File: config.mk
export PLATFORM = sky130hd
export DESIGN_NAME = flash_event_log_pointer_manager_flat
export DESIGN_NICKNAME = d
export VERILOG_FILES = /design/src/hdl/felpm_pkg.sv /design/src/hdl/felpm_in_if.sv /design/src/hdl/felpm_out_if.sv /design/src/hdl/felpm_cfg.sv /design/src/hdl/felpm_core.sv /design/src/hdl/felpm_obuf.sv /design/src/hdl/flash_event_log_pointer_manager.sv /design/src/flat_wrapper.sv
export SDC_FILE = /design/constraint.sdc
export NUM_CORES = 1
export LEC_CHECK = 0
export BUFFER_PORTS_ARGS = -buffer_cell sky130_fd_sc_hd__buf_2
export CAP_MARGIN = 20
export CELL_PAD_IN_SITES_DETAIL_PLACEMENT = 1
export CELL_PAD_IN_SITES_GLOBAL_PLACEMENT = 1
export CORE_UTILIZATION = 39
export DETAILED_ROUTE_END_ITERATION = 7
export GPL_ROUTABILITY_DRIVEN = 0
export HOLD_SLACK_MARGIN = 0.12
export PLACE_DENSITY_LB_ADDON = 0.1
export SYNTH_ARGS = -nofsm -noshare
export SYNTH_HDL_FRONTEND = slang
export SYNTH_SLANG_ARGS = --single-unit
export TNS_END_PERCENT = 5
File: constraint.sdc
create_clock -name i_clk -period 7.2 [get_ports i_clk]
set_input_delay 2.16 -clock i_clk [delete_from_list [all_inputs] [get_ports i_clk]]
set_output_delay 2.16 -clock i_clk [all_outputs]
set_load 0.05 [all_outputs]
File: src/hdl/felpm_pkg.sv
// Shared types, constants and helpers for the flash event log pointer manager.
`timescale 1ns / 1ps

package felpm_pkg;

    localparam int DEF_CHUNK_BYTES      = 256;
    localparam int DEF_ERASE_PAGE_BYTES = 2048;
    localparam int DEF_MAX_READ_RECORDS = 16;

    localparam logic [7:0]  REC_MAGIC        = 8'hA5;
    localparam logic [31:0] REC_BYTES        = 32'd8;
    localparam logic [31:0] REGION_START_RST = 32'd134627328;
    localparam logic [31:0] REGION_END_RST   = 32'd134729728;

    // register index, taken from paddr[2]
    localparam logic REG_REGION_START = 1'b0;
    localparam logic REG_REGION_END   = 1'b1;

    typedef enum logic [2:0] {
        OP_OPEN   = 3'd0,
        OP_SEARCH = 3'd1,
        OP_TICK   = 3'd2,
        OP_SAVE   = 3'd3,
        OP_READ   = 3'd4
    } t_op;

    typedef enum logic [1:0] {
        ST_SEARCHING = 2'd0,
        ST_CHECKING  = 2'd1,
        ST_READY     = 2'd2
    } t_log_state;

    typedef enum logic [1:0] {
        CMD_NONE  = 2'd0,
        CMD_READ  = 2'd1,
        CMD_ERASE = 2'd2,
        CMD_WRITE = 2'd3
    } t_cmd;

    typedef enum logic [1:0] {
        ERR_NONE      = 2'd0,
        ERR_NOT_READY = 2'd1,
        ERR_FULL      = 2'd2
    } t_err;

    typedef struct packed {
        logic [31:0] region_start;
        logic [31:0] region_end;
    } t_cfg;

    typedef struct packed {
        logic [2:0]  op;
        logic [63:0] flash_record;
        logic [7:0]  event_type;
        logic [15:0] event_param;
        logic [31:0] timestamp;
        logic [19:0] first_index;
        logic [7:0]  read_count;
    } t_item;

    typedef struct packed {
        t_cmd        command;
        logic [31:0] flash_address;
        logic [7:0]  byte_length;
        logic [63:0] record_out;
        logic [4:0]  records_returned;
        logic [19:0] log_count;
        t_log_state  log_state;
        t_err        error;
        logic        last;
    } t_result;

    // one processed item handed to the output buffer
    typedef struct packed {
        logic    load;
        logic    two;
        t_result res0;
        t_result res1;
    } t_load;

    function automatic logic rec_ok(input logic [63:0] rec);
        logic [7:0] x;
        x = rec[7:0] ^ rec[15:8] ^ rec[23:16] ^ rec[31:24]
          ^ rec[39:32] ^ rec[47:40] ^ rec[55:48] ^ rec[63:56];
        return x == REC_MAGIC;
    endfunction

endpackage

File: src/hdl/felpm_in_if.sv
// Input item channel: valid/ready handshake with the item fields.
`timescale 1ns / 1ps

interface felpm_in_if;
    logic        valid;
    logic        ready;
    logic [2:0]  op;
    logic [63:0] flash_record;
    logic [7:0]  event_type;
    logic [15:0] event_param;
    logic [31:0] timestamp;
    logic [19:0] first_index;
    logic [7:0]  read_count;

    modport source (
        output valid, op, flash_record, event_type, event_param, timestamp,
               first_index, read_count,
        input  ready
    );
    modport sink (
        input  valid, op, flash_record, event_type, event_param, timestamp,
               first_index, read_count,
        output ready
    );
endinterface

File: src/hdl/felpm_out_if.sv
// Result channel: valid/ready handshake with the result fields.
`timescale 1ns / 1ps

interface felpm_out_if;
    logic        valid;
    logic        ready;
    logic [1:0]  command;
    logic [31:0] flash_address;
    logic [7:0]  byte_length;
    logic [63:0] record_out;
    logic [4:0]  records_returned;
    logic [19:0] log_count;
    logic [1:0]  log_state;
    logic [1:0]  error;
    logic        last;

    modport source (
        output valid, command, flash_address, byte_length, record_out,
               records_returned, log_count, log_state, error, last,
        input  ready
    );
    modport sink (
        input  valid, command, flash_address, byte_length, record_out,
               records_returned, log_count, log_state, error, last,
        output ready
    );
endinterface

File: src/hdl/felpm_cfg.sv
// APB register file holding the log region bounds.
`timescale 1ns / 1ps

module felpm_cfg (
    input  logic                i_clk,
    input  logic                i_rst_n,
    input  logic                psel,
    input  logic                penable,
    input  logic                pwrite,
    input  logic [2:0]          paddr,
    input  logic [31:0]         pwdata,
    output logic [31:0]         prdata,
    output logic                pready,
    output felpm_pkg::t_cfg     o_cfg
);

    felpm_pkg::t_cfg r_cfg;
    logic            wr_en;

    assign wr_en  = psel && penable && pwrite;
    assign pready = 1'b1;
    assign o_cfg  = r_cfg;
    assign prdata = (paddr[2] == felpm_pkg::REG_REGION_END) ? r_cfg.region_end
                                                             : r_cfg.region_start;

    always_ff @(posedge i_clk) begin
        if (!i_rst_n) begin
            r_cfg.region_start <= felpm_pkg::REGION_START_RST;
            r_cfg.region_end   <= felpm_pkg::REGION_END_RST;
        end else if (wr_en) begin
            if (paddr[2] == felpm_pkg::REG_REGION_END) begin
                r_cfg.region_end <= pwdata;
            end else begin
                r_cfg.region_start <= pwdata;
            end
        end
    end

endmodule

File: src/hdl/felpm_core.sv
// Input register, pointer/search state and the per-item result logic.
`timescale 1ns / 1ps

module felpm_core #(
    parameter int CHUNK_BYTES      = felpm_pkg::DEF_CHUNK_BYTES,
    parameter int ERASE_PAGE_BYTES = felpm_pkg::DEF_ERASE_PAGE_BYTES,
    parameter int MAX_READ_RECORDS = felpm_pkg::DEF_MAX_READ_RECORDS
) (
    input  logic            i_clk,
    input  logic            i_rst_n,
    felpm_in_if.sink        i_in,
    input  felpm_pkg::t_cfg i_cfg,
    input  logic            i_can_load,
    output felpm_pkg::t_load o_load
);

    // chunk and page sizes are powers of two
    localparam int          OFS_W     = $clog2(CHUNK_BYTES);
    localparam int          EP_W      = $clog2(ERASE_PAGE_BYTES);
    localparam logic [31:0] CHUNK_W   = 32'(CHUNK_BYTES);
    localparam logic [OFS_W-1:0] OFS_LAST = OFS_W'(CHUNK_BYTES - 8);
    localparam logic [OFS_W-1:0] OFS_STEP = OFS_W'(8);
    localparam logic [7:0]  MAX_RD    = 8'(MAX_READ_RECORDS);

    felpm_pkg::t_item      r_item;
    logic                  r_in_valid;
    logic [31:0]           r_wp,      n_wp;
    felpm_pkg::t_log_state r_state,   n_state;
    logic                  r_in_chunk, n_in_chunk;
    logic [OFS_W-1:0]      r_scan_ofs, n_ofs;

    logic                  in_take, fire;
    felpm_pkg::t_cmd       cmd;
    felpm_pkg::t_err       err;
    logic [31:0]           addr;
    logic [7:0]            len;
    logic [63:0]           rec;
    logic [4:0]            granted;
    logic                  erase;

    logic [31:0]           wp_span, n_wp_span;
    logic [28:0]           num, avail, first_ext;
    logic [7:0]            rd_clamp, rd_cnt;
    logic                  rd_none, full, rec_good;
    logic [7:0]            ck;
    logic [63:0]           save_rec;

    assign fire       = r_in_valid && i_can_load;
    assign i_in.ready = !r_in_valid || fire;
    assign in_take    = i_in.valid && i_in.ready;

    always_ff @(posedge i_clk) begin
        if (!i_rst_n) begin
            r_in_valid <= 1'b0;
        end else if (in_take) begin
            r_in_valid <= 1'b1;
        end else if (fire) begin
            r_in_valid <= 1'b0;
        end
    end

    always_ff @(posedge i_clk) begin
        if (in_take) begin
            r_item.op           <= i_in.op;
            r_item.flash_record <= i_in.flash_record;
            r_item.event_type   <= i_in.event_type;
            r_item.event_param  <= i_in.event_param;
            r_item.timestamp    <= i_in.timestamp;
            r_item.first_index  <= i_in.first_index;
            r_item.read_count   <= i_in.read_count;
        end
    end

    // shared terms
    assign rec_good  = felpm_pkg::rec_ok(r_item.flash_record);
    assign wp_span   = r_wp - i_cfg.region_start;
    assign num       = wp_span[31:3];
    assign first_ext = {9'd0, r_item.first_index};
    assign avail     = num - first_ext;
    assign rd_clamp  = (r_item.read_count > MAX_RD) ? MAX_RD : r_item.read_count;
    assign rd_none   = (first_ext >= num) || (rd_clamp == 8'd0);
    assign rd_cnt    = (avail <= {21'd0, rd_clamp}) ? avail[7:0] : rd_clamp;
    assign full      = (r_wp >= i_cfg.region_end)
                    || ((i_cfg.region_end - r_wp) < felpm_pkg::REC_BYTES);
    assign ck        = felpm_pkg::REC_MAGIC ^ r_item.event_type
                     ^ r_item.timestamp[7:0] ^ r_item.timestamp[15:8]
                     ^ r_item.timestamp[23:16] ^ r_item.timestamp[31:24]
                     ^ r_item.event_param[7:0] ^ r_item.event_param[15:8];
    assign save_rec  = {ck, r_item.event_param, r_item.timestamp, r_item.event_type};

    always_comb begin
        n_wp       = r_wp;
        n_state    = r_state;
        n_in_chunk = r_in_chunk;
        n_ofs      = r_scan_ofs;
        cmd        = felpm_pkg::CMD_NONE;
        err        = felpm_pkg::ERR_NONE;
        addr       = '0;
        len        = '0;
        rec        = '0;
        granted    = '0;
        erase      = 1'b0;
        unique case (felpm_pkg::t_op'(r_item.op))
            felpm_pkg::OP_OPEN: begin
                n_state    = felpm_pkg::ST_SEARCHING;
                n_in_chunk = 1'b0;
                n_ofs      = '0;
                n_wp       = i_cfg.region_end - CHUNK_W;
                cmd        = felpm_pkg::CMD_READ;
                addr       = i_cfg.region_end - CHUNK_W;
                len        = 8'd8;
            end
            felpm_pkg::OP_SEARCH: begin
                if (r_state != felpm_pkg::ST_SEARCHING) begin
                    // records arriving outside the search are dropped
                end else if (!r_in_chunk) begin
                    if (rec_good) begin
                        n_in_chunk = 1'b1;
                        n_ofs      = OFS_LAST;
                        cmd        = felpm_pkg::CMD_READ;
                        addr       = r_wp + 32'(OFS_LAST);
                        len        = 8'd8;
                    end else if (r_wp <= i_cfg.region_start) begin
                        n_wp    = i_cfg.region_start;
                        n_state = felpm_pkg::ST_CHECKING;
                    end else begin
                        n_wp = r_wp - CHUNK_W;
                        cmd  = felpm_pkg::CMD_READ;
                        addr = r_wp - CHUNK_W;
                        len  = 8'd8;
                    end
                end else begin
                    if (rec_good) begin
                        n_wp       = r_wp + 32'(r_scan_ofs) + felpm_pkg::REC_BYTES;
                        n_in_chunk = 1'b0;
                        n_ofs      = '0;
                        n_state    = felpm_pkg::ST_CHECKING;
                    end else if (r_scan_ofs < OFS_STEP) begin
                        // whole chunk past its header is blank
                        n_in_chunk = 1'b0;
                        n_ofs      = '0;
                        n_state    = felpm_pkg::ST_CHECKING;
                    end else begin
                        n_ofs = r_scan_ofs - OFS_STEP;
                        cmd   = felpm_pkg::CMD_READ;
                        addr  = r_wp + 32'(r_scan_ofs - OFS_STEP);
                        len   = 8'd8;
                    end
                end
            end
            felpm_pkg::OP_TICK: begin
                if (r_state == felpm_pkg::ST_CHECKING) begin
                    n_state = felpm_pkg::ST_READY;
                end
            end
            felpm_pkg::OP_SAVE: begin
                if (r_state != felpm_pkg::ST_READY) begin
                    err = felpm_pkg::ERR_NOT_READY;
                end else if (full) begin
                    err = felpm_pkg::ERR_FULL;
                end else begin
                    erase = (r_wp[EP_W-1:0] == '0);
                    n_wp  = r_wp + felpm_pkg::REC_BYTES;
                    cmd   = felpm_pkg::CMD_WRITE;
                    addr  = r_wp;
                    len   = 8'd8;
                    rec   = save_rec;
                end
            end
            felpm_pkg::OP_READ: begin
                if (!rd_none) begin
                    cmd     = felpm_pkg::CMD_READ;
                    addr    = i_cfg.region_start + {9'd0, r_item.first_index, 3'd0};
                    len     = {rd_cnt[4:0], 3'd0};
                    granted = rd_cnt[4:0];
                end
            end
            default: begin
            end
        endcase
    end

    assign n_wp_span = n_wp - i_cfg.region_start;

    always_comb begin
        o_load.load = fire;
        o_load.two  = erase;

        o_load.res1.command          = cmd;
        o_load.res1.flash_address    = addr;
        o_load.res1.byte_length      = len;
        o_load.res1.record_out       = rec;
        o_load.res1.records_returned = granted;
        o_load.res1.log_count        = n_wp_span[22:3];
        o_load.res1.log_state        = n_state;
        o_load.res1.error            = err;
        o_load.res1.last             = 1'b1;

        if (erase) begin
            // page erase goes out first, with the count before the write
            o_load.res0.command          = felpm_pkg::CMD_ERASE;
            o_load.res0.flash_address    = r_wp;
            o_load.res0.byte_length      = 8'd8;
            o_load.res0.record_out       = '0;
            o_load.res0.records_returned = '0;
            o_load.res0.log_count        = wp_span[22:3];
            o_load.res0.log_state        = r_state;
            o_load.res0.error            = felpm_pkg::ERR_NONE;
            o_load.res0.last             = 1'b0;
        end else begin
            o_load.res0 = o_load.res1;
        end
    end

    always_ff @(posedge i_clk) begin
        if (!i_rst_n) begin
            r_wp       <= felpm_pkg::REGION_END_RST - CHUNK_W;
            r_state    <= felpm_pkg::ST_SEARCHING;
            r_in_chunk <= 1'b0;
            r_scan_ofs <= '0;
        end else if (fire) begin
            r_wp       <= n_wp;
            r_state    <= n_state;
            r_in_chunk <= n_in_chunk;
            r_scan_ofs <= n_ofs;
        end
    end

`ifndef SYNTH
    a_chunk_only_searching: assert property (@(posedge i_clk) disable iff (!i_rst_n)
        r_in_chunk |-> (r_state == felpm_pkg::ST_SEARCHING))
        else $error("chunk scan active outside search");
    a_ofs_zero_in_header: assert property (@(posedge i_clk) disable iff (!i_rst_n)
        !r_in_chunk |-> (r_scan_ofs == '0))
        else $error("scan offset left nonzero in header phase");
    a_ofs_aligned: assert property (@(posedge i_clk) disable iff (!i_rst_n)
        r_scan_ofs[2:0] == 3'd0)
        else $error("scan offset not record aligned");
`endif

endmodule

File: src/hdl/felpm_obuf.sv
// Two-entry result buffer that drives the result channel.
`timescale 1ns / 1ps

module felpm_obuf (
    input  logic             i_clk,
    input  logic             i_rst_n,
    input  felpm_pkg::t_load i_load,
    output logic             o_can_load,
    felpm_out_if.source      o_out
);

    logic [1:0]         r_cnt;
    felpm_pkg::t_result r_slot0;
    felpm_pkg::t_result r_slot1;
    logic               take;

    assign o_out.valid = (r_cnt != 2'd0);
    assign take        = o_out.valid && o_out.ready;
    // refill only once everything queued is gone by this edge
    assign o_can_load  = (r_cnt == 2'd0) || ((r_cnt == 2'd1) && o_out.ready);

    assign o_out.command          = r_slot0.command;
    assign o_out.flash_address    = r_slot0.flash_address;
    assign o_out.byte_length      = r_slot0.byte_length;
    assign o_out.record_out       = r_slot0.record_out;
    assign o_out.records_returned = r_slot0.records_returned;
    assign o_out.log_count        = r_slot0.log_count;
    assign o_out.log_state        = r_slot0.log_state;
    assign o_out.error            = r_slot0.error;
    assign o_out.last             = r_slot0.last;

    always_ff @(posedge i_clk) begin
        if (!i_rst_n) begin
            r_cnt <= 2'd0;
        end else if (i_load.load) begin
            r_cnt <= i_load.two ? 2'd2 : 2'd1;
        end else if (take) begin
            r_cnt <= r_cnt - 2'd1;
        end
    end

    always_ff @(posedge i_clk) begin
        if (i_load.load) begin
            r_slot0 <= i_load.res0;
            r_slot1 <= i_load.res1;
        end else if (take) begin
            r_slot0 <= r_slot1;
        end
    end

`ifndef SYNTH
    a_load_when_room: assert property (@(posedge i_clk) disable iff (!i_rst_n)
        i_load.load |-> ((r_cnt == 2'd0) || ((r_cnt == 2'd1) && take)))
        else $error("result load would overwrite a pending transfer");
    a_head_not_last: assert property (@(posedge i_clk) disable iff (!i_rst_n)
        (r_cnt == 2'd2) |-> !r_slot0.last)
        else $error("first of two results marked last");
    a_second_is_last: assert property (@(posedge i_clk) disable iff (!i_rst_n)
        ((r_cnt == 2'd2) && take) |=> (r_slot0.last && (r_cnt == 2'd1)))
        else $error("second result lost or not marked last");
`endif

endmodule

File: src/hdl/flash_event_log_pointer_manager.sv
// Flash event log pointer manager top level.
// Path: an accepted item is held in the input register, then its results go to the
// result buffer. Throughput: one item per cycle while the result channel is ready;
// a page-erasing save holds the channel for two transfers, set by the result buffer.
// Reset: synchronous active low; the region bounds return to their defaults and the
// write pointer to region end minus one chunk, search restarts; no clearing pass.
`timescale 1ns / 1ps

module flash_event_log_pointer_manager #(
    parameter int CHUNK_BYTES      = felpm_pkg::DEF_CHUNK_BYTES,
    parameter int ERASE_PAGE_BYTES = felpm_pkg::DEF_ERASE_PAGE_BYTES,
    parameter int MAX_READ_RECORDS = felpm_pkg::DEF_MAX_READ_RECORDS
) (
    input  logic        i_clk,
    input  logic        i_rst_n,
    felpm_in_if.sink    i_in,
    felpm_out_if.source o_out,
    input  logic        psel,
    input  logic        penable,
    input  logic        pwrite,
    input  logic [2:0]  paddr,
    input  logic [31:0] pwdata,
    output logic [31:0] prdata,
    output logic        pready
);

    felpm_pkg::t_cfg  cfg;
    felpm_pkg::t_load load;
    logic             can_load;

    felpm_cfg u_cfg (
        .i_clk   (i_clk),
        .i_rst_n (i_rst_n),
        .psel    (psel),
        .penable (penable),
        .pwrite  (pwrite),
        .paddr   (paddr),
        .pwdata  (pwdata),
        .prdata  (prdata),
        .pready  (pready),
        .o_cfg   (cfg)
    );

    felpm_core #(
        .CHUNK_BYTES      (CHUNK_BYTES),
        .ERASE_PAGE_BYTES (ERASE_PAGE_BYTES),
        .MAX_READ_RECORDS (MAX_READ_RECORDS)
    ) u_core (
        .i_clk      (i_clk),
        .i_rst_n    (i_rst_n),
        .i_in       (i_in),
        .i_cfg      (cfg),
        .i_can_load (can_load),
        .o_load     (load)
    );

    felpm_obuf u_obuf (
        .i_clk      (i_clk),
        .i_rst_n    (i_rst_n),
        .i_load     (load),
        .o_can_load (can_load),
        .o_out      (o_out)
    );

endmodule
File: src/flat_wrapper.sv
// flat-port wrapper written by rule: the top's interface ports become plain ports
module flash_event_log_pointer_manager_flat 
#(
    parameter int CHUNK_BYTES      = felpm_pkg::DEF_CHUNK_BYTES,
    parameter int ERASE_PAGE_BYTES = felpm_pkg::DEF_ERASE_PAGE_BYTES,
    parameter int MAX_READ_RECORDS = felpm_pkg::DEF_MAX_READ_RECORDS
)
  (i_clk, i_rst_n, psel, penable, pwrite, paddr, pwdata, prdata, pready, i_in_valid, i_in_op, i_in_flash_record, i_in_event_type, i_in_event_param, i_in_timestamp, i_in_first_index, i_in_read_count, i_in_ready, o_out_valid, o_out_command, o_out_flash_address, o_out_byte_length, o_out_record_out, o_out_records_returned, o_out_log_count, o_out_log_state, o_out_error, o_out_last, o_out_ready);
  felpm_in_if i_in_i ();
  felpm_out_if o_out_i ();
  input  logic i_clk;
  input  logic i_rst_n;
  input  logic psel;
  input  logic penable;
  input  logic pwrite;
  input  logic [2:0] paddr;
  input  logic [31:0] pwdata;
  output logic [31:0] prdata;
  output logic pready;
  input wire logic [$bits(i_in_i.valid)-1:0] i_in_valid;
  input wire logic [$bits(i_in_i.op)-1:0] i_in_op;
  input wire logic [$bits(i_in_i.flash_record)-1:0] i_in_flash_record;
  input wire logic [$bits(i_in_i.event_type)-1:0] i_in_event_type;
  input wire logic [$bits(i_in_i.event_param)-1:0] i_in_event_param;
  input wire logic [$bits(i_in_i.timestamp)-1:0] i_in_timestamp;
  input wire logic [$bits(i_in_i.first_index)-1:0] i_in_first_index;
  input wire logic [$bits(i_in_i.read_count)-1:0] i_in_read_count;
  output wire logic [$bits(i_in_i.ready)-1:0] i_in_ready;
  output wire logic [$bits(o_out_i.valid)-1:0] o_out_valid;
  output wire logic [$bits(o_out_i.command)-1:0] o_out_command;
  output wire logic [$bits(o_out_i.flash_address)-1:0] o_out_flash_address;
  output wire logic [$bits(o_out_i.byte_length)-1:0] o_out_byte_length;
  output wire logic [$bits(o_out_i.record_out)-1:0] o_out_record_out;
  output wire logic [$bits(o_out_i.records_returned)-1:0] o_out_records_returned;
  output wire logic [$bits(o_out_i.log_count)-1:0] o_out_log_count;
  output wire logic [$bits(o_out_i.log_state)-1:0] o_out_log_state;
  output wire logic [$bits(o_out_i.error)-1:0] o_out_error;
  output wire logic [$bits(o_out_i.last)-1:0] o_out_last;
  input wire logic [$bits(o_out_i.ready)-1:0] o_out_ready;
  assign i_in_i.valid = i_in_valid;
  assign i_in_i.op = i_in_op;
  assign i_in_i.flash_record = i_in_flash_record;
  assign i_in_i.event_type = i_in_event_type;
  assign i_in_i.event_param = i_in_event_param;
  assign i_in_i.timestamp = i_in_timestamp;
  assign i_in_i.first_index = i_in_first_index;
  assign i_in_i.read_count = i_in_read_count;
  assign i_in_ready = i_in_i.ready;
  assign o_out_valid = o_out_i.valid;
  assign o_out_command = o_out_i.command;
  assign o_out_flash_address = o_out_i.flash_address;
  assign o_out_byte_length = o_out_i.byte_length;
  assign o_out_record_out = o_out_i.record_out;
  assign o_out_records_returned = o_out_i.records_returned;
  assign o_out_log_count = o_out_i.log_count;
  assign o_out_log_state = o_out_i.log_state;
  assign o_out_error = o_out_i.error;
  assign o_out_last = o_out_i.last;
  assign o_out_i.ready = o_out_ready;
  flash_event_log_pointer_manager #(.CHUNK_BYTES(CHUNK_BYTES), .ERASE_PAGE_BYTES(ERASE_PAGE_BYTES), .MAX_READ_RECORDS(MAX_READ_RECORDS)) u_core (.i_clk(i_clk), .i_rst_n(i_rst_n), .i_in(i_in_i), .o_out(o_out_i), .psel(psel), .penable(penable), .pwrite(pwrite), .paddr(paddr), .pwdata(pwdata), .prdata(prdata), .pready(pready));
endmodule
* Word level (Yosys, flattened, before mapping)
Cells that the tools add are included.
Storage, ports and cells: register bits after elaboration 532, logic and storage cells 183
Cells by class: add/subtract/negate cells 15, order comparisons 7, eq/ne operators 10, muxes and demuxes 80, bitwise operators 15, reduce and logical (&&, ||, !) cells 24
Operator list (number):
- $mux W32 | 17
- $mux W136 | 3
- $mux W64 | 3
- $pmux W32 S4 | 1
- $xor A8 B8 Y8 | 13
- $pmux W32 S3 | 1
- $mux W8 | 9
- $add A32 B4 Y32 const B | 2
- $sub A32 B32 Y32 | 2
- $sub A32 B9 Y32 const B | 2
- $mux W2 | 17
- $add A32 B23 Y32 | 1
- $add A32 B32 Y32 | 1
- $add A32 B8 Y32 | 1
- $add A32 B8 Y32 const B | 1
- $ge A32 B32 Y1 | 1
- $le A32 B32 Y1 | 1
- $lt A32 B4 Y1 const B | 1
- $pmux W8 S4 | 1
- $ge A20 B29 Y1 | 1
- $le A29 B8 Y1 | 1
- $sub A29 B20 Y29 | 1
- $mux W4 | 6
- $sub A23 B23 Y23 | 1
- 31 further kinds | 63

* Logic depth before layout (Yosys ltp)
Gate-level depths: netlist of run 1.
depth after elaboration 15, mapped depth 34, gate-level depth less buffers 30

* Modules after synthesis
From an unflattened synthesis of run 1, not the netlist that was laid out.
Second synthesis, totals: cells, all modules 3592, area, all modules 35101.2 µm²
Modules (own cells, without submodules):
- felpm_core | times used 1, cells an instance 2863, area an instance 22287.6 µm², sequential area each 5355.1 µm²
- felpm_obuf | times used 1, cells an instance 443, area an instance 9928.3 µm², sequential area each 8207.9 µm²
- felpm_cfg | times used 1, cells an instance 286, area an instance 2885.3 µm², sequential area each 1281.2 µm²

* Worst setup path before layout of run 1
OpenSTA, ideal clock, no wires.
kind in2reg, start in o_out_ready, end reg u_core.u_obuf.r_slot0, in the netlist u_core.u_obuf.o_out.byte_length[3], data pin, setup time 0.464 ns, data arrival time 6.936 ns, path slack -0.200 ns, cell stages on the path 7, cells stage by stage a21oi_1 nand2b_1 clkbuf_1 inv_1 clkbuf_1 buf_1 a31oi_1
RTL lines:
- start: declaration | line flat_wrapper.sv:39 | input wire logic [$bits(o_out_i.ready)-1:0] o_out_ready;
- end signal: assignment | line felpm_obuf.sv:44 | r_slot0 <= i_load.res0;
- end signal: assignment | line felpm_obuf.sv:47 | r_slot0 <= r_slot1;
- end: declaration | line felpm_obuf.sv:13 | felpm_pkg::t_result r_slot0;

* Worst setup path after layout of run 1
start reg u_core.u_cfg.r_cfg, in the netlist u_core.u_cfg.o_cfg[14], end reg u_core.u_obuf.r_slot0, in the netlist u_core.u_obuf.o_out.log_count[19], data pin
On the way: longest elaborated chain between the ends 9
Ends and longest elaborated chain:
- start: declaration | line felpm_cfg.sv:17 | felpm_pkg::t_cfg r_cfg;
- $sub A32 B32 Y32 | line felpm_core.sv:84 | || ((i_cfg.region_end - r_wp) < felpm_pkg::REC_BYTES);
- $lt A32 B4 Y1 | line felpm_core.sv:84
- $logic_or A1 B1 Y1 * | line felpm_core.sv:84
- $mux W32 * | line felpm_core.sv:159 | end else if (full) begin
- $mux W32 * | line felpm_core.sv:157 | if (r_state != felpm_pkg::ST_READY) begin
- $pmux W32 S3 * | line felpm_core.sv:103 | unique case (felpm_pkg::t_op'(r_item.op))
- named net u_core.u_core.n_wp[3] | line felpm_core.sv:27 | logic [31:0] r_wp, n_wp;
- $sub A23 B23 Y23 * | line felpm_core.sv:183 | assign n_wp_span = n_wp - i_cfg.region_start;
- $mux W136 * | line felpm_core.sv:199 | if (erase) begin
- $mux W136 * | line felpm_obuf.sv:43 | if (i_load.load) begin
The timed path passes the listed nets; every way through them passes the cells marked *. A chain may end at the register's enable or synchronous reset.

==> impl_results.md, run 1 <==
* Avg Cell Area, Syn at 9.324 µm²
* Pwr Total at 10.77 mW
* GRT Util Overall at 31.03%
* Worst path arrival time at 7300 ps
* # DRC at 0
* CTS Root Cell: clkbuf_16
* Clock buffer depth at 3
* Worst setup EP type: register
* Share of cells above drive strength 1 at 19.12%
* Req. time, crit path at 7600 ps
* Synth Register Bits at 523
* Sink Count at 523
* Dpl hpwl at 105200 µm
* Register area share after synthesis at 43.21%
* Number of synthesized flops with an enable pin at 416
* Post-synth top area share at 36.89%
* Clk_skew at 30.47 ps
* Final wirelength at 139000 µm
* Routed length per instance at 26.18 µm
* Worst-Margin Slew at 1168 ps
* GRT overflow at 0
* Post-synth top area cell: edfxtp_1
* Crit path launch type: register
* Core area at 85550 µm²
* Critical path class: reg2reg
* Vias at 31.21k
* Prevailing post-synth register cell: edfxtp_1
* Setup TNS at 0 ps
* Leakage at 15.97 nW
* Synthesis Warnings at 0
* Post-Syn Area at 33860 µm²
* Post-DRT Antenna Nets at 0
* # nets final at 4487
* H-tree levels at 2
* CTS tree: done
* Largest net degree at the start of global routing at 152
* Clock Latency Late Sink at 660 ps
* Ys async rst share at 0%
* CP Max Fanout at 6
* DIE AREA at 88010 µm²
* Pwr dens at 266.2 nW/µm²
* Synth area leaders: edfxtp_1 37%, ha_1 6.8%, dfxtp_1 6.3%
* Area growth, synth to finish at 19.52%
* Input/output buffers at 357
* Post-Place Cells at 5187
* Max_cap viols at 0
* Initial antenna violation count at 7
* Most frequent CP cell: ha_1
* 1st-iter DRT viols at 2542
* Yosys cell types at 96
* CP max-delay cell: dfxtp_1
* Crit share post-route at 95.89%
* Die Y at 296.7 µm
* Reg clk slew, reported paths at 60 ps
* Via/cell ratio at 5.877
* Final hold vios at 0
* Crit path max-delay family: compound AO/OA/AOI/OAI gates
* Top-count cell post-synth: nand2_1
* Relative slew slack at 21.55%
* Initial core utilization at 39.58%
* WP buf/inv at 3
* Fmax at 0.1448 GHz
* CTS buffer count at 61
* Hold Crit Class: reg2reg
* First-pass GRT wire length at 202500 µm
* Vias in the first global route at 30.99k
* Fill cells at 9786
* Tmin final at 6904 ps
* Core Rows at 107
* Initial DRT Pass Iterations at 6
* Commonest cells in the netlist: 457 x nand2_1, 416 x edfxtp_1, 301 x a21oi_1, 260 x nor2_1, 236 x o21ai_0
* Cells after synthesis at 3632
* Fin cells at 5310
* Die width at 296.7 µm
* Worst VDD drop at 0.1981 mV
* IO Count at 364
* Endpoints failing setup at 0
* CP peak stage delay at 510 ps
* Max-slew violation count at 0
* RSZ-0062 raised after global routing: true
* Run status: finished clean
-- final cells by class --
cell class                 instances  area [µm²]  share of cell area [%]
multi-input combinational       2774       18110                   44.75
sequential                       523       14640                   36.16
timing repair buffer             602        3676                   9.082
clock buffer                      68        1553                   3.836
tap                             1144        1431                   3.536
inverter                         147       559.3                   1.382
clock inverter                    45       490.5                   1.212
antenna                            7       17.52                 0.04328
-- layout by cell type (no fill, tap or decap), types with 56 or more instances in the layout --
master,count
nand2_1,456
edfxtp_1,416
buf_2,357
a21oi_1,295
nor2_1,256
buf_4,241
o21ai_0,232
xnor2_1,216
ha_1,180
inv_1,136
dfxtp_1,106
nand3_1,86
and2_1,67
a22o_1,65
nor3_1,64
xor2_1,61
clkbuf_16,61
a21o_1,56
-- report_power, final --
group / switching, mW / leakage (nW) / internal (mW)
Sequential: 0.133 / 4.86 / 3.68
Clock: 1.36 / 0.989 / 1.88
Combinational: 2.50 / 10.1 / 1.22
Total: 4.00 / 16.0 / 6.78
-- flip-flops by register name (all words and copies together) (netlist names), 5 cells and up --
register                              count
u_core.u_core.r_scan_ofs                  5
u_core.u_cfg.o_cfg                       64
u_core.u_obuf.o_out.log_count            20
u_core.u_obuf.r_slot1                   132
u_core.u_core.r_wp                       32
u_core.u_obuf.o_out.byte_length           5
u_core.u_obuf.o_out.records_returned      5
u_core.u_core.r_item                    131
u_core.u_obuf.o_out.record_out           64
u_core.u_core.first_ext                  20
u_core.u_obuf.o_out.flash_address        32
-- worst min-delay path, delay by kind of cell, from the launching register on --
kind / cells / cell delay (ps)
flip-flops: 1 / 310
AND/OR/NAND/NOR: 1 / 50
AO/OA/AOI/OAI: 1 / 50
-- what timing repair did --
action,in CTS,in global routing
setup endpoints to repair,1,32
gates resized for setup,3,23
hold buffers,0,0
pin swaps,0,7
buffers inserted,0,2
-- path summary, 6_finish.rpt --
check | start | to | slack (ps) | cells past startpoint
min reg2reg | u_core.u_cfg.o_cfg[34]$_SDFFE_PN0P_ | u_core.u_cfg.o_cfg[34]$_SDFFE_PN0P_ | 460 | 2
min | u_core.u_cfg.o_cfg[34]$_SDFFE_PN0P_ | u_core.u_cfg.o_cfg[34]$_SDFFE_PN0P_ | 460 | 2
max | u_core.u_cfg.o_cfg[14]$_SDFFE_PN1P_ | u_core.u_obuf.o_out.log_count[19]$_DFFE_PP_ | 300 | 30
max reg2reg | u_core.u_cfg.o_cfg[14]$_SDFFE_PN1P_ | u_core.u_obuf.o_out.log_count[19]$_DFFE_PP_ | 300 | 30
-- per-layer routing --
metal / global-route usage (%) / up-vias / wire length, µm
met1: 42.13 / 15480 / 60550
met4: 13.58 / 0 / 6405
met3: 5.043 / 260 / 9515
li1: - / 14320 / -
met5: 0 / - / 0
met2: 48.63 / 1141 / 62540
-- cell families (layout without fill, tap and decap cells) --
family	count (synthesis)	in the layout	synth area share, %
flip-flops	523	523	43.21
other	2	15	0.02218
multiplexers	74	74	2.302
XOR/XNOR	277	277	7.164
adder cells (fa/ha/maj)	185	185	6.880
AO/OA/AOI/OAI	1065	1065	20.48
buffers and inverters	341	862	3.931
AND/OR/NAND/NOR	1165	1165	16.01
-- per-stage QoR --
stage	setup slack, ps	hold slack (ps)	cell area, µm²	utilization, %
global placement	4.119	447.2	38280	44.75
finish	295.9	461.9	40480	47.31
global route	-23.06	488.4	40470	47.31
CTS	83.62	463.1	40340	47.16
floorplan	95.06	436.3	33890	-
detailed placement	-80.63	454.2	38280	44.75
Power figures use the tool's default switching activity.
==> inputs of run 2 (changes only) <==
--- a/config.mk
+++ b/config.mk
@@ -5,6 +5,7 @@
 export SDC_FILE = /design/constraint.sdc
 export NUM_CORES = 1
 export LEC_CHECK = 0
+export ABC_CLOCK_PERIOD_IN_PS = 7200
 export BUFFER_PORTS_ARGS = -buffer_cell sky130_fd_sc_hd__buf_2
 export CAP_MARGIN = 20
 export CELL_PAD_IN_SITES_DETAIL_PLACEMENT = 1
@@ -14,6 +15,7 @@
 export GPL_ROUTABILITY_DRIVEN = 0
 export HOLD_SLACK_MARGIN = 0.12
 export PLACE_DENSITY_LB_ADDON = 0.1
+export SKIP_LAST_GASP = 1
 export SYNTH_ARGS = -nofsm -noshare
 export SYNTH_HDL_FRONTEND = slang
 export SYNTH_SLANG_ARGS = --single-unit
==> constraint.sdc (replaced) <==
create_clock -name i_clk -period 7.2 [get_ports i_clk]
set_input_delay 0.72 -clock i_clk [delete_from_list [all_inputs] [get_ports i_clk]]
set_output_delay 0.72 -clock i_clk [all_outputs]
set_load 0.05 [all_outputs]
==> run 2 against run 1 <==
Compared with the run above:
- cell area is essentially flat
- clock power about the same
- clock skew fell by 1.2 ps
- hold slack worse by 230 ps
- critical path type unchanged
- highest routed layer is now met5
==> impl_results.md, run 2 (synthesis results as in run 1) <==
* Req. time, crit path at 7610 ps
* Worst VDD drop at 0.1919 mV
* CP Max Fanout at 8
* Vias at 31.06k
* Core Rows at 107
* Worst Hold Launch: i_in_timestamp[4]
* Initial antenna violation count at 10
* CTS buffer count at 60
* Relative slew slack at 24.70%
* DP Worst Slack at 12.17 ps
* Commonest non-fill, non-tap cell in the layout: nand2_1
* Run status: finished clean
* Critical R2R Launch: u_core.u_core.r_wp[19]$_SDFFE_PN0P_
* Vias in the first global route at 30.62k
* Crit share post-route at 97.19%
* Final non-filler cell area at 40500 µm²
* Final wirelength at 138900 µm
* Reg clk slew, reported paths at 70 ps
* GRT overflow at 0
* Die width at 296.7 µm
* Leakage at 15.99 nW
* Register area at 14640 µm²
* # nets final at 4488
* Largest regs: u_core.u_obuf.r_slot1: 132 flops, u_core.u_core.r_item: 131 flops
* Input/output buffers at 357
* Clk_skew at 29.31 ps
* Most frequent CP cell: ha_1
* RSZ-0062 raised after global routing: true
* Area growth, synth to finish at 19.60%
* GRT Util Overall at 30.86%
* Initial DRT Pass Iterations at 5
* Post-DP Area at 38320 µm²
* Largest net degree at the start of global routing at 152
* Fill cells at 9901
* Worst-Margin Slew at 1119 ps
* Critical path class: reg2reg
* Setup TNS at 0 ps
* IO Count at 364
* Initial core utilization at 39.58%
* Post-route setup slack at 202.2 ps
* Reg2reg end: u_core.u_obuf.o_out.log_count[19]$_DFFE_PP_
* 1st-iter DRT viols at 2571
* Clock Latency Late Sink at 660 ps
* H-tree levels at 2
* First-pass GRT wire length at 201500 µm
* Most frequent cells in the layout: 456 x nand2_1, 416 x edfxtp_1, 358 x buf_2
* R2r setup slk at 200 ps
* Hold path cells at 1
* CP peak stage delay at 420 ps
* Max_cap viols at 0
* Sink Count at 523
* Dpl hpwl at 104700 µm
* Core area at 85550 µm²
* Fmax at 0.1429 GHz
* CP max-delay cell: nor4_4
* Max FFs per register at 132
* Worst path arrival time at 7400 ps
* CTS Root Cell: clkbuf_16
* DIE AREA at 88010 µm²
* Tmin final at 6998 ps
* Reg with most FFs: u_core.u_obuf.r_slot1
* Hold Crit Class: in2reg
* Worst setup EP type: register
* Max-slew violation count at 0
* Crit path launch type: register
* WHS Endpoint: u_core.u_core.r_item[32]$_DFFE_PP_
* Routed length per instance at 26.15 µm
* # DRC at 0
* R2R depth at 31
* Final hold vios at 0
* Die Y at 296.7 µm
* Via/cell ratio at 5.848
* Endpoints failing setup at 0
* Clock buffer depth at 3
* Share of cells above drive strength 1 at 19.34%
* Pwr dens at 266.6 nW/µm²
* Post-DRT Antenna Nets at 0
* CTS tree: done
* Multi-input logic area at 18080 µm²
-- run 2: changes by cell type in the layout (fill, tap and decap cells not counted), sizes merged --
cell,before,now
bufinv,9,7
diode,7,5
clkbuf,68,71
clkinv,34,33
buf,602,604
inv,144,145
-- run 2: final cells by class --
| class | instances | area share, % |
|---|---|---|
| diodes | 5 | 0.03089 |
| clock inverters | 43 | 1.199 |
| inverters | 147 | 1.381 |
| well taps | 1144 | 3.534 |
| repair buffers | 604 | 9.138 |
| flip-flops and latches | 523 | 36.14 |
| clock buffers | 71 | 3.933 |
| multi-input cells | 2774 | 44.64 |
-- run 2: repair_timing --
| action | 4_1_cts | 5_1_grt |
|---|---|---|
| gates resized for setup | 1 | 18 |
| hold buffers | 0 | 0 |
| setup endpoints to repair | 1 | 24 |
| hold endpoints to repair | 0 | 0 |
| pin swaps | 0 | 6 |
| buffers inserted | 0 | 2 |
-- run 2: routing by layer --
layer	track usage [%]	vias to the layer above	part of all wire (%)	wire length (µm)
met1	42.11	15380	43	60150
met5	0	-	0.0050	7
met2	49.16	1122	46	63290
met4	11.50	2	4.0	5516
met3	4.812	221	7.1	9911
li1	-	14330	-	-
-- run 2: power by group --
group / switching, mW / leakage, nW / total (mW) / internal [mW]
Sequential: 0.132 / 4.86 / 3.82 / 3.68
Combinational: 2.52 / 10.1 / 3.75 / 1.23
Clock: 1.38 / 1.01 / 3.23 / 1.85
-- run 2: worst max-delay path by stage --
stage,from,end,slack (ps),depth (start not counted)
after floorplan,u_core.u_core.r_wp[17]$_SDFFE_PN1P_,u_core.u_obuf.o_out.log_count[19]$_DFFE_PP_,350,33
after global placement,u_core.u_core.r_wp[11]$_SDFFE_PN1P_,u_core.u_obuf.o_out.log_count[19]$_DFFE_PP_,60,30
after detailed placement,u_core.u_core.r_wp[11]$_SDFFE_PN1P_,u_core.u_obuf.o_out.log_count[19]$_DFFE_PP_,10,30
after CTS,u_core.u_core.r_wp[4]$_SDFFE_PN0P_,u_core.u_obuf.o_out.log_count[19]$_DFFE_PP_,110,31
after global routing,u_core.u_cfg.o_cfg[3]$_SDFFE_PN0P_,u_core.u_obuf.o_out.log_count[19]$_DFFE_PP_,-120,29
final,u_core.u_core.r_wp[19]$_SDFFE_PN0P_,u_core.u_obuf.o_out.log_count[19]$_DFFE_PP_,200,31
-- run 2: through the flow --
step | power, mW | std cells | hold slack [ps] | util [%]
after global placement | 7.507 | 5188 | 447.2 | 44.77
after CTS | 10.82 | 5304 | 195.6 | 47.23
after global routing | 11.25 | 5309 | 204.4 | 47.34
after floorplan | 6.293 | 3638 | 436.3 | -
after detailed placement | 7.562 | 5190 | 454.2 | 44.80
final | 10.80 | 5311 | 229.5 | 47.34
-- run 2: critical path, delay by kind of cell, from the launching register on --
family          cells  cell delay [ps]
compound gates     15             3010
simple gates        8             1640
fa+ha+maj           3             1030
buf+inv             4              490
flops               1              350
xor+xnor            1              190
